**src/rtl/core/nmea_rmc_sentence_parser_top_assert.svh**
```systemverilog
// assertion macros for the nmea rmc sentence parser
`ifndef NMEA_RMC_SENTENCE_PARSER_TOP_ASSERT_SVH
`define NMEA_RMC_SENTENCE_PARSER_TOP_ASSERT_SVH

`ifndef SYNTHESIS
`define NRMC_ASSERT_IMPLY(lbl, clk, rstn, cond, prop) \
    lbl: assert property (@(posedge clk) disable iff (!(rstn)) (cond) |-> (prop)) \
        else $error("assertion failed");
`define NRMC_ASSERT_NEXT(lbl, clk, rstn, cond, prop) \
    lbl: assert property (@(posedge clk) disable iff (!(rstn)) (cond) |=> (prop)) \
        else $error("assertion failed");
`else
`define NRMC_ASSERT_IMPLY(lbl, clk, rstn, cond, prop)
`define NRMC_ASSERT_NEXT(lbl, clk, rstn, cond, prop)
`endif

`endif

```
**src/rtl/core/nrmc_pkg.sv**
```systemverilog
// shared types, constants and functions of the nmea rmc sentence parser
package nrmc_pkg;

    localparam int MAX_SENTENCE_DEF = 128;
    localparam int FIELD_CHARS_DEF  = 16;
    localparam int TIME_CHARS       = 10;
    localparam int HEADER_LEN       = 6;
    localparam int CIF_W            = 5;
    localparam int LEN_W            = 8;
    localparam int TDATA_W          = 40;
    localparam int TUSER_W          = 2;

    localparam logic [7:0] CH_DOLLAR = 8'h24;
    localparam logic [7:0] CH_STAR   = 8'h2a;
    localparam logic [7:0] CH_COMMA  = 8'h2c;
    localparam logic [7:0] CH_CR     = 8'h0d;
    localparam logic [7:0] CH_LF     = 8'h0a;

    localparam logic [3:0] FIELD_FIRST = 4'd1;
    localparam logic [3:0] FIELD_LAST  = 4'd9;
    localparam logic [3:0] FIELD_SAT   = 4'd15;

    typedef enum logic [1:0] {
        MODE_IDLE   = 2'd0,
        MODE_HEADER = 2'd1,
        MODE_FIELDS = 2'd2,
        MODE_STAR   = 2'd3
    } nrmc_mode_t;

    typedef enum logic [1:0] {
        KIND_CHAR         = 2'd0,
        KIND_FIELD_END    = 2'd1,
        KIND_SENTENCE_END = 2'd2
    } nrmc_kind_t;

    typedef struct packed {
        nrmc_kind_t  kind;
        logic [3:0]  field_number;
        logic [7:0]  char_value;
        logic [3:0]  char_index;
        logic        checksum_present;
        logic        checksum_match;
        logic [7:0]  checksum_received;
        logic [7:0]  checksum_computed;
        logic        too_long;
        logic        last;
    } nrmc_result_t;

    typedef struct packed {
        logic [1:0]   count;
        nrmc_result_t r0;
        nrmc_result_t r1;
    } nrmc_push_t;

    function automatic logic [7:0] header_char(input logic [2:0] pos);
        logic [7:0] c;
        unique case (pos)
            3'd0:    c = 8'h47;
            3'd1:    c = 8'h4e;
            3'd2:    c = 8'h52;
            3'd3:    c = 8'h4d;
            3'd4:    c = 8'h43;
            3'd5:    c = CH_COMMA;
            default: c = 8'h00;
        endcase
        return c;
    endfunction

    // bit 4 set marks a non-hex byte
    function automatic logic [4:0] hex_digit(input logic [7:0] b);
        logic [4:0] d;
        priority if (b >= 8'h30 && b <= 8'h39) begin
            d = {1'b0, 4'(b - 8'h30)};
        end else if (b >= 8'h41 && b <= 8'h46) begin
            d = {1'b0, 4'(b - 8'h37)};
        end else if (b >= 8'h61 && b <= 8'h66) begin
            d = {1'b0, 4'(b - 8'h57)};
        end else begin
            d = 5'h10;
        end
        return d;
    endfunction

endpackage

```
**src/rtl/core/nmea_rmc_sentence_parser_top.sv**
```systemverilog
// top level of the nmea rmc sentence parser
// Takes one received byte per cycle on the slave side, while the result queue has room, and
// reports the fields of $GNRMC sentences on the master side. A byte goes from the input
// register through the parser into a two-entry result queue; the parser state updates in the
// cycle the queue is written, so a new byte enters every cycle while results drain. Most bytes
// give zero or one result; a line feed that closes field 1 to 9 gives two (field end, then
// sentence end), and the queue depth of two lets it enter as long as the master side takes
// a result per cycle. With the master side stalled, the input holds once the queue is full.
`include "nmea_rmc_sentence_parser_top_assert.svh"

module nmea_rmc_sentence_parser_top #(
    parameter int MAX_SENTENCE = nrmc_pkg::MAX_SENTENCE_DEF,
    parameter int FIELD_CHARS  = nrmc_pkg::FIELD_CHARS_DEF
) (
    input  logic                          aclk,
    input  logic                          aresetn,
    input  logic                          s_tvalid,
    output logic                          s_tready,
    input  logic [7:0]                    s_tdata,   // rx_byte
    output logic                          m_tvalid,
    input  logic                          m_tready,
    // field_number, char_value, char_index, checksum_present, checksum_match,
    // checksum_received, checksum_computed, too_long, zero fill
    output logic [nrmc_pkg::TDATA_W-1:0]  m_tdata,
    output logic [nrmc_pkg::TUSER_W-1:0]  m_tuser,   // kind
    output logic                          m_tlast
);

    logic                   in_valid_reg, in_valid_next;
    logic [7:0]             in_byte_reg;
    logic                   fire;
    logic [1:0]             room;
    nrmc_pkg::nrmc_push_t   push;
    nrmc_pkg::nrmc_result_t head;

    assign fire     = in_valid_reg && (push.count <= room);
    assign s_tready = !in_valid_reg || fire;

    always_comb begin
        in_valid_next = in_valid_reg;
        if (s_tvalid && s_tready) begin
            in_valid_next = 1'b1;
        end else if (fire) begin
            in_valid_next = 1'b0;
        end
    end

    always_ff @(posedge aclk) begin
        if (!aresetn) begin
            in_valid_reg <= 1'b0;
        end else begin
            in_valid_reg <= in_valid_next;
        end
    end

    always_ff @(posedge aclk) begin
        if (s_tvalid && s_tready) begin
            in_byte_reg <= s_tdata;
        end
    end

    nrmc_parse #(
        .MAX_SENTENCE (MAX_SENTENCE),
        .FIELD_CHARS  (FIELD_CHARS)
    ) u_parse (
        .aclk    (aclk),
        .aresetn (aresetn),
        .fire    (fire),
        .rx_byte (in_byte_reg),
        .push    (push)
    );

    nrmc_out_queue u_queue (
        .aclk     (aclk),
        .aresetn  (aresetn),
        .push_en  (fire),
        .push     (push),
        .room     (room),
        .m_tvalid (m_tvalid),
        .m_tready (m_tready),
        .head     (head)
    );

    assign m_tdata = {5'b0, head.too_long, head.checksum_computed, head.checksum_received,
                      head.checksum_match, head.checksum_present, head.char_index,
                      head.char_value, head.field_number};
    assign m_tuser = head.kind;
    assign m_tlast = head.last;

    `NRMC_ASSERT_NEXT(a_in_hold, aclk, aresetn, in_valid_reg && !fire, in_valid_reg && $stable(in_byte_reg))

endmodule

```
**src/rtl/core/nrmc_parse.sv**
```systemverilog
// sentence state and per-byte result logic
`include "nmea_rmc_sentence_parser_top_assert.svh"

module nrmc_parse #(
    parameter int MAX_SENTENCE = nrmc_pkg::MAX_SENTENCE_DEF,
    parameter int FIELD_CHARS  = nrmc_pkg::FIELD_CHARS_DEF
) (
    input  logic                aclk,
    input  logic                aresetn,
    input  logic                fire,
    input  logic [7:0]          rx_byte,
    output nrmc_pkg::nrmc_push_t push
);

    nrmc_pkg::nrmc_mode_t mode_reg, mode_next;
    logic [2:0]                  hp_reg, hp_next;
    logic [3:0]                  fc_reg, fc_next;
    logic [nrmc_pkg::CIF_W-1:0]  cif_reg, cif_next;
    logic [7:0]                  xor_reg, xor_next;
    logic                        star_reg, star_next;
    logic [1:0]                  hdc_reg, hdc_next;
    logic [7:0]                  hex_reg, hex_next;
    logic                        bad_reg, bad_next;
    logic [nrmc_pkg::LEN_W-1:0]  len_reg, len_next;
    logic                        ovf_reg, ovf_next;

    nrmc_pkg::nrmc_result_t fe, se, ch;
    logic                       in_range;
    logic                       present;
    logic [4:0]                 digit;
    logic [nrmc_pkg::CIF_W-1:0] limit;

    always_ff @(posedge aclk) begin
        if (!aresetn) begin
            mode_reg <= nrmc_pkg::MODE_IDLE;
            hp_reg   <= '0;
            fc_reg   <= '0;
            cif_reg  <= '0;
            xor_reg  <= '0;
            star_reg <= 1'b0;
            hdc_reg  <= '0;
            hex_reg  <= '0;
            bad_reg  <= 1'b0;
            len_reg  <= '0;
            ovf_reg  <= 1'b0;
        end else if (fire) begin
            mode_reg <= mode_next;
            hp_reg   <= hp_next;
            fc_reg   <= fc_next;
            cif_reg  <= cif_next;
            xor_reg  <= xor_next;
            star_reg <= star_next;
            hdc_reg  <= hdc_next;
            hex_reg  <= hex_next;
            bad_reg  <= bad_next;
            len_reg  <= len_next;
            ovf_reg  <= ovf_next;
        end
    end

    always_comb begin
        in_range = (fc_reg >= nrmc_pkg::FIELD_FIRST) && (fc_reg <= nrmc_pkg::FIELD_LAST);
        present  = star_reg && (hdc_reg == 2'd2) && !bad_reg;
        digit    = nrmc_pkg::hex_digit(rx_byte);
        limit    = (fc_reg == nrmc_pkg::FIELD_FIRST) ?
                   nrmc_pkg::CIF_W'(nrmc_pkg::TIME_CHARS) : nrmc_pkg::CIF_W'(FIELD_CHARS);

        fe              = '0;
        fe.kind         = nrmc_pkg::KIND_FIELD_END;
        fe.field_number = fc_reg;
        fe.last         = 1'b1;

        se                   = '0;
        se.kind              = nrmc_pkg::KIND_SENTENCE_END;
        se.checksum_present  = present;
        se.checksum_match    = present && (hex_reg == xor_reg);
        se.checksum_received = present ? hex_reg : 8'h00;
        se.checksum_computed = xor_reg;
        se.too_long          = ovf_reg;
        se.last              = 1'b1;

        ch              = '0;
        ch.kind         = nrmc_pkg::KIND_CHAR;
        ch.field_number = fc_reg;
        ch.char_value   = rx_byte;
        ch.char_index   = cif_reg[3:0];
        ch.last         = 1'b1;

        mode_next = mode_reg;
        hp_next   = hp_reg;
        fc_next   = fc_reg;
        cif_next  = cif_reg;
        xor_next  = xor_reg;
        star_next = star_reg;
        hdc_next  = hdc_reg;
        hex_next  = hex_reg;
        bad_next  = bad_reg;
        len_next  = len_reg;
        ovf_next  = ovf_reg;
        push      = '0;

        priority if (rx_byte == nrmc_pkg::CH_DOLLAR) begin
            mode_next = nrmc_pkg::MODE_HEADER;
            hp_next   = '0;
            fc_next   = '0;
            cif_next  = '0;
            xor_next  = '0;
            star_next = 1'b0;
            hdc_next  = '0;
            hex_next  = '0;
            bad_next  = 1'b0;
            len_next  = nrmc_pkg::LEN_W'(1);
            ovf_next  = 1'b0;
        end else if (rx_byte == nrmc_pkg::CH_CR) begin
            mode_next = mode_reg;
        end else if (rx_byte == nrmc_pkg::CH_LF) begin
            if (mode_reg == nrmc_pkg::MODE_FIELDS && in_range) begin
                push.count = 2'd2;
                push.r0    = fe;
                push.r0.last = 1'b0;
                push.r1    = se;
            end else if (mode_reg == nrmc_pkg::MODE_FIELDS ||
                         mode_reg == nrmc_pkg::MODE_STAR) begin
                push.count = 2'd1;
                push.r0    = se;
            end
            mode_next = nrmc_pkg::MODE_IDLE;
        end else if (mode_reg == nrmc_pkg::MODE_IDLE) begin
            mode_next = mode_reg;
        end else if (len_reg >= nrmc_pkg::LEN_W'(MAX_SENTENCE)) begin
            ovf_next = 1'b1;
        end else begin
            len_next = nrmc_pkg::LEN_W'(len_reg + 1'b1);
            unique case (mode_reg)
                nrmc_pkg::MODE_HEADER: begin
                    if (hp_reg < 3'(nrmc_pkg::HEADER_LEN) &&
                        rx_byte == nrmc_pkg::header_char(hp_reg)) begin
                        xor_next = xor_reg ^ rx_byte;
                        hp_next  = 3'(hp_reg + 1'b1);
                        if (hp_reg == 3'(nrmc_pkg::HEADER_LEN - 1)) begin
                            mode_next = nrmc_pkg::MODE_FIELDS;
                            fc_next   = nrmc_pkg::FIELD_FIRST;
                            cif_next  = '0;
                        end
                    end else begin
                        mode_next = nrmc_pkg::MODE_IDLE;
                    end
                end
                nrmc_pkg::MODE_STAR: begin
                    if (hdc_reg < 2'd2 && !digit[4]) begin
                        hex_next = {hex_reg[3:0], digit[3:0]};
                        hdc_next = 2'(hdc_reg + 1'b1);
                    end else begin
                        bad_next = 1'b1;
                    end
                end
                nrmc_pkg::MODE_FIELDS: begin
                    priority if (rx_byte == nrmc_pkg::CH_STAR) begin
                        star_next = 1'b1;
                        mode_next = nrmc_pkg::MODE_STAR;
                        if (in_range) begin
                            push.count = 2'd1;
                            push.r0    = fe;
                        end
                    end else if (rx_byte == nrmc_pkg::CH_COMMA) begin
                        xor_next = xor_reg ^ rx_byte;
                        if (in_range) begin
                            push.count = 2'd1;
                            push.r0    = fe;
                        end
                        if (fc_reg < nrmc_pkg::FIELD_SAT) begin
                            fc_next = 4'(fc_reg + 1'b1);
                        end
                        cif_next = '0;
                    end else begin
                        xor_next = xor_reg ^ rx_byte;
                        if (in_range && cif_reg < limit) begin
                            push.count = 2'd1;
                            push.r0    = ch;
                            cif_next   = nrmc_pkg::CIF_W'(cif_reg + 1'b1);
                        end
                    end
                end
                default: begin
                    mode_next = nrmc_pkg::MODE_IDLE;
                end
            endcase
        end
    end

    `NRMC_ASSERT_IMPLY(a_pair_order, aclk, aresetn, push.count == 2'd2, push.r0.kind == nrmc_pkg::KIND_FIELD_END && !push.r0.last && push.r1.kind == nrmc_pkg::KIND_SENTENCE_END && push.r1.last)
    `NRMC_ASSERT_NEXT(a_lf_idle, aclk, aresetn, fire && rx_byte == nrmc_pkg::CH_LF, mode_reg == nrmc_pkg::MODE_IDLE)

endmodule

```
**src/rtl/core/nrmc_out_queue.sv**
```systemverilog
// two-entry result queue feeding the master side
`include "nmea_rmc_sentence_parser_top_assert.svh"

module nrmc_out_queue (
    input  logic                  aclk,
    input  logic                  aresetn,
    input  logic                  push_en,
    input  nrmc_pkg::nrmc_push_t  push,
    output logic [1:0]            room,
    output logic                  m_tvalid,
    input  logic                  m_tready,
    output nrmc_pkg::nrmc_result_t head
);

    logic [1:0]             count_reg, count_next;
    nrmc_pkg::nrmc_result_t e0_reg, e0_next;
    nrmc_pkg::nrmc_result_t e1_reg, e1_next;
    logic                   pop;
    logic [1:0]             cnt_after;
    nrmc_pkg::nrmc_result_t head_after;
    logic [1:0]             add;

    assign m_tvalid = (count_reg != 2'd0);
    assign head     = e0_reg;
    assign pop      = m_tvalid && m_tready;
    assign room     = 2'(2'd2 - count_reg + {1'b0, pop});

    always_comb begin
        cnt_after  = 2'(count_reg - {1'b0, pop});
        head_after = pop ? e1_reg : e0_reg;
        add        = push_en ? push.count : 2'd0;
        e0_next    = head_after;
        e1_next    = e1_reg;
        if (push_en) begin
            unique case (cnt_after)
                2'd0: begin
                    e0_next = push.r0;
                    e1_next = push.r1;
                end
                2'd1: begin
                    e1_next = push.r0;
                end
                default: begin
                    e1_next = e1_reg;
                end
            endcase
        end
        count_next = 2'(cnt_after + add);
    end

    always_ff @(posedge aclk) begin
        if (!aresetn) begin
            count_reg <= '0;
        end else begin
            count_reg <= count_next;
        end
    end

    always_ff @(posedge aclk) begin
        e0_reg <= e0_next;
        e1_reg <= e1_next;
    end

    `NRMC_ASSERT_IMPLY(a_count_max, aclk, aresetn, 1'b1, count_reg != 2'd3)
    `NRMC_ASSERT_IMPLY(a_no_overfill, aclk, aresetn, push_en, push.count <= room)

endmodule
```
**config.mk**
```make
export PLATFORM = sky130hd
export DESIGN_NAME = nmea_rmc_sentence_parser_top
export DESIGN_NICKNAME = d
export VERILOG_FILES = /design/src/rtl/core/nrmc_pkg.sv /design/src/rtl/core/nmea_rmc_sentence_parser_top.sv /design/src/rtl/core/nrmc_parse.sv /design/src/rtl/core/nrmc_out_queue.sv
export VERILOG_INCLUDE_DIRS = /design/src /design/src/rtl/core
export SDC_FILE = /design/constraint.sdc
export NUM_CORES = 1
export LEC_CHECK = 0
export BUFFER_PORTS_ARGS = -buffer_cell sky130_fd_sc_hd__buf_2
export CORE_MARGIN = 4
export CORE_UTILIZATION = 45
export CTS_CLUSTER_DIAMETER = 30
export CTS_CLUSTER_SIZE = 14
export DETAILED_ROUTE_END_ITERATION = 10
export SLEW_MARGIN = 10
export SYNTH_ARGS = -nofsm -noshare
export SYNTH_HDL_FRONTEND = slang
export SYNTH_SLANG_ARGS = --single-unit
```
**constraint.sdc**
```tcl
create_clock -name aclk -period 6.1 [get_ports aclk]
set_clock_uncertainty 0.1 [all_clocks]
set_input_delay 0.305 -clock aclk [delete_from_list [all_inputs] [get_ports aclk]]
set_output_delay 0.305 -clock aclk [all_outputs]
set_load 0.02 [all_outputs]
```
==> impl_metrics.yaml <==
status:
  outcome: "complete, no violations"
logic_synthesis:
  post-synth-top-area-cell: "sky130_fd_sc_hd__dfxtp_1"
  synth_area_leaders: "sky130_fd_sc_hd__dfxtp_1, sky130_fd_sc_hd__edfxtp_1, sky130_fd_sc_hd__mux2i_1"
  post_synth_instance_area_sq_mm: 0.00648
  ys_ff_latch: 130
  synth_top_flop_cell: "sky130_fd_sc_hd__dfxtp_1"
  yosys_warnings: 0
  synthArstFlopShare_pct: 0
  synthDistinctLibCells: 66
  yosys.area_share.adder_pct: 5.02
  netlist.area_leader.share_pct: 25.9
  synthSimpleGateAreaFrac_pct: 19.2
  synthesis.area_per_instance_sq_um: 9.59
  netlist_instances: 676
  ys_seq_area_share_pct: 47.2
  synth_enable_flop_cells: 46
  synth_top_family_by_area: "simple AND/OR/NAND/NOR gates"
  synth.top_cells.by_count: "sky130_fd_sc_hd__dfxtp_1, sky130_fd_sc_hd__nand2_1, sky130_fd_sc_hd__nor2_1, sky130_fd_sc_hd__o21ai_0, sky130_fd_sc_hd__edfxtp_1"
  synth.area.mux_share_pct: 6.04
  synth_compound_gate_area_share_pct: 15.0
  post_synth_xor_area_fraction_pct: 3.38
  cell_with_the_most_instances_after_synthesis: "sky130_fd_sc_hd__dfxtp_1"
clocking:
  post_cts_buffers: 0
  post_cts_hold_buffer_count: 8
  number_of_h_tree_branching_levels: 4
  numCtsBuffers: 17
  clock-root-buffer: "sky130_fd_sc_hd__clkbuf_16"
  clkSlewWorstSetupHoldPaths_ps: 50
  cts-resized-gates: 0
  cts_num_sinks: 130
  clock_tree_from_tritoncts: "built"
  clockBufferDepth: 2
  clk_latency_ps: 420
power_and_ir_drop:
  cellLeakagePower_nw: 2.85
  power_per_cell_area_mw_per_mm2: 263
  vdd_ir_drop_max_mv: 0.193
floorplan:
  placementRows: 43
  die_height_um: 128
  die_width_um: 128
  dieArea_sq_mm: 0.0164
  coreArea_sq_mm: 0.0140
  pin_count: 57
  initial_utilization_pct: 46.4
worst_setup_path:
  rrSetupSlack_ps: 1190
  crit_path_end: "u_queue.head[24]"
  crit-reg2reg-capture: "u_queue.head[24]"
  crit_start: "in_byte_reg[4]"
  crit_fanout: 11
  r2r-start: "in_byte_reg[4]"
  cp_data_arrival_time_ps: 5160
  setup.worst_path.start_class: "flop"
  critical_path.endpoint_type: "flop"
  timing_worst_setup_path_type: "flop to flop"
  ff2ff_path_depth: 14
  crit_required_ps: 6350
cells_and_area:
  final_util_pct: 54.1
  post_route_cells_drive_above_1_share_pct: 14.8
  final_net_count: 769
  insertedDiodeCount: 0
  area_delta_synth_final_pct: 16.8
routing:
  antenna_violating_nets_left: 0
  num_vias: 5208
  total_wirelength_of_the_detailed_routed_design_um: 16700
  drt_iter0_markers: 453
  drcViolationCount: 0
  avgViaCountPerCell: 5.64
  detailedRoute.firstPassIterationCount: 5
  drt-wirelength-per-cell_um: 18.1
timing:
  timing.fmax_mhz: 204
  setup_violations: 0
  period_utilization_post_route_pct: 80.5
  final.setup.tns_ps: 0
  maxSlewHeadroom_pct: 26.1
  final_max_slew_viol_count: 0
  post-route-min-period_ps: 4910
  setup_repair_after_global_routing_missed_its_margin: "no"
  setup_slack_ps: 1190
  hold_viol_final: 0
  worst-slew-pin-transition_ps: 1100
grt:
  grt_overflow: 0
  wire_length_of_the_first_global_routing_pass_um: 27100
  maximum_number_of_pins_on_one_net_before_global_route_repair: 40
  track_usage_pct: 21.2
  grt_antenna_before_repair: 0
  grt_pass1_vias: 5034
placement:
  routabilityCongestion: 0.874
  place_ws_ps: 1240
  io_buffers: 51
  dp_hpwl_um: 12000
worst_hold_path:
  holdCritPathClass: "primary input to flop"
  hp-start: "s_tvalid"
run:
  max-cap-violations: 0
==> worst min-delay path by stage <==
stage	end	slack (ps)	depth (start not counted)
global placement	u_parse.bad_reg	360	2
global route	in_valid_reg	60	3
detailed placement	u_queue.head[36]	370	2
CTS	in_valid_reg	60	3
floorplan	in_byte_reg[0]	300	0
finish	in_valid_reg	60	3
==> metrics by stage <==
stage	hold slack [ps]	power, mW	cell area (sq um)	cells
after floorplan	304	0.991	6500	680
after CTS	55.4	2.01	7570	924
after global routing	62.9	2.05	7570	924
after global placement	363	1.01	6900	884
final	60.1	1.99	7570	924
after detailed placement	369	1.01	6900	884
==> kinds of logic after synthesis <==
| logic type | Yosys count |
|---|---|
| multiplexers | 39 |
| AO/OA/AOI/OAI | 147 |
| other | 1 |
| XOR/XNOR | 25 |
| buffers and inverters | 65 |
| adder cells (fa/ha/maj) | 26 |
| AND/OR/NAND/NOR | 243 |
| flip-flops | 130 |
==> power breakdown <==
part,internal [mW],switching (mW),leakage (nW)
clock network,0.624,0.370,0.292
logic,0.0256,0.0516,1.42
registers,0.909,0.0152,1.15
total,1.56,0.437,2.85
==> metal layers <==
layer	global-route usage, %	wire, um
met5	0	0
met4	6.99	255
met3	4.54	787
met2	31.6	7500
met1	30.5	8180
==> area by class of cell <==
cell class | count | area (sq um)
clock buffer | 26 | 553
clock inverter | 6 | 37.5
fill | 1309 | 6410
inverter | 28 | 105
multi-input combinational | 485 | 3180
sequential | 130 | 3060
tap | 180 | 225
timing repair buffer | 69 | 410
==> layout by cell type (no fill, tap or decap), types with 9 or more instances in the layout <==
cell type / netlist / layout
sky130_fd_sc_hd__mux2i_1: 38 / 38
sky130_fd_sc_hd__nand2b_1: 9 / 9
sky130_fd_sc_hd__nand4_1: 9 / 9
sky130_fd_sc_hd__nor2_1: 50 / 49
sky130_fd_sc_hd__inv_1: 26 / 26
sky130_fd_sc_hd__nand2_1: 59 / 59
sky130_fd_sc_hd__nand3_1: 26 / 26
sky130_fd_sc_hd__buf_4: 6 / 10
sky130_fd_sc_hd__a21oi_1: 26 / 26
sky130_fd_sc_hd__buf_2: 1 / 51
sky130_fd_sc_hd__and3_1: 9 / 9
sky130_fd_sc_hd__clkbuf_16: 0 / 20
sky130_fd_sc_hd__xor2_1: 18 / 18
sky130_fd_sc_hd__nor3_1: 15 / 14
sky130_fd_sc_hd__edfxtp_1: 46 / 46
sky130_fd_sc_hd__dfxtp_1: 84 / 84
sky130_fd_sc_hd__o21ai_0: 49 / 49
sky130_fd_sc_hd__ha_1: 26 / 26
sky130_fd_sc_hd__and2_1: 28 / 28
==> worst max-delay path, cell delays in order (launching register included) <==
cell and delay [ps]:
sky130_fd_sc_hd__edfxtp_1 570, sky130_fd_sc_hd__or4b_2 820, sky130_fd_sc_hd__nor2_1 310, sky130_fd_sc_hd__nand2_1 140, sky130_fd_sc_hd__nand2_1 110, sky130_fd_sc_hd__o21ai_0 80
sky130_fd_sc_hd__a41oi_1 420, sky130_fd_sc_hd__ha_1 210, sky130_fd_sc_hd__nand2b_1 140, sky130_fd_sc_hd__a21oi_1 210, sky130_fd_sc_hd__nor3_2 740, sky130_fd_sc_hd__nand2_1 200
sky130_fd_sc_hd__nor2_1 520, sky130_fd_sc_hd__nand2_1 160, sky130_fd_sc_hd__o21ai_0 100
No activity file was read; power rests on OpenSTA's default activity.
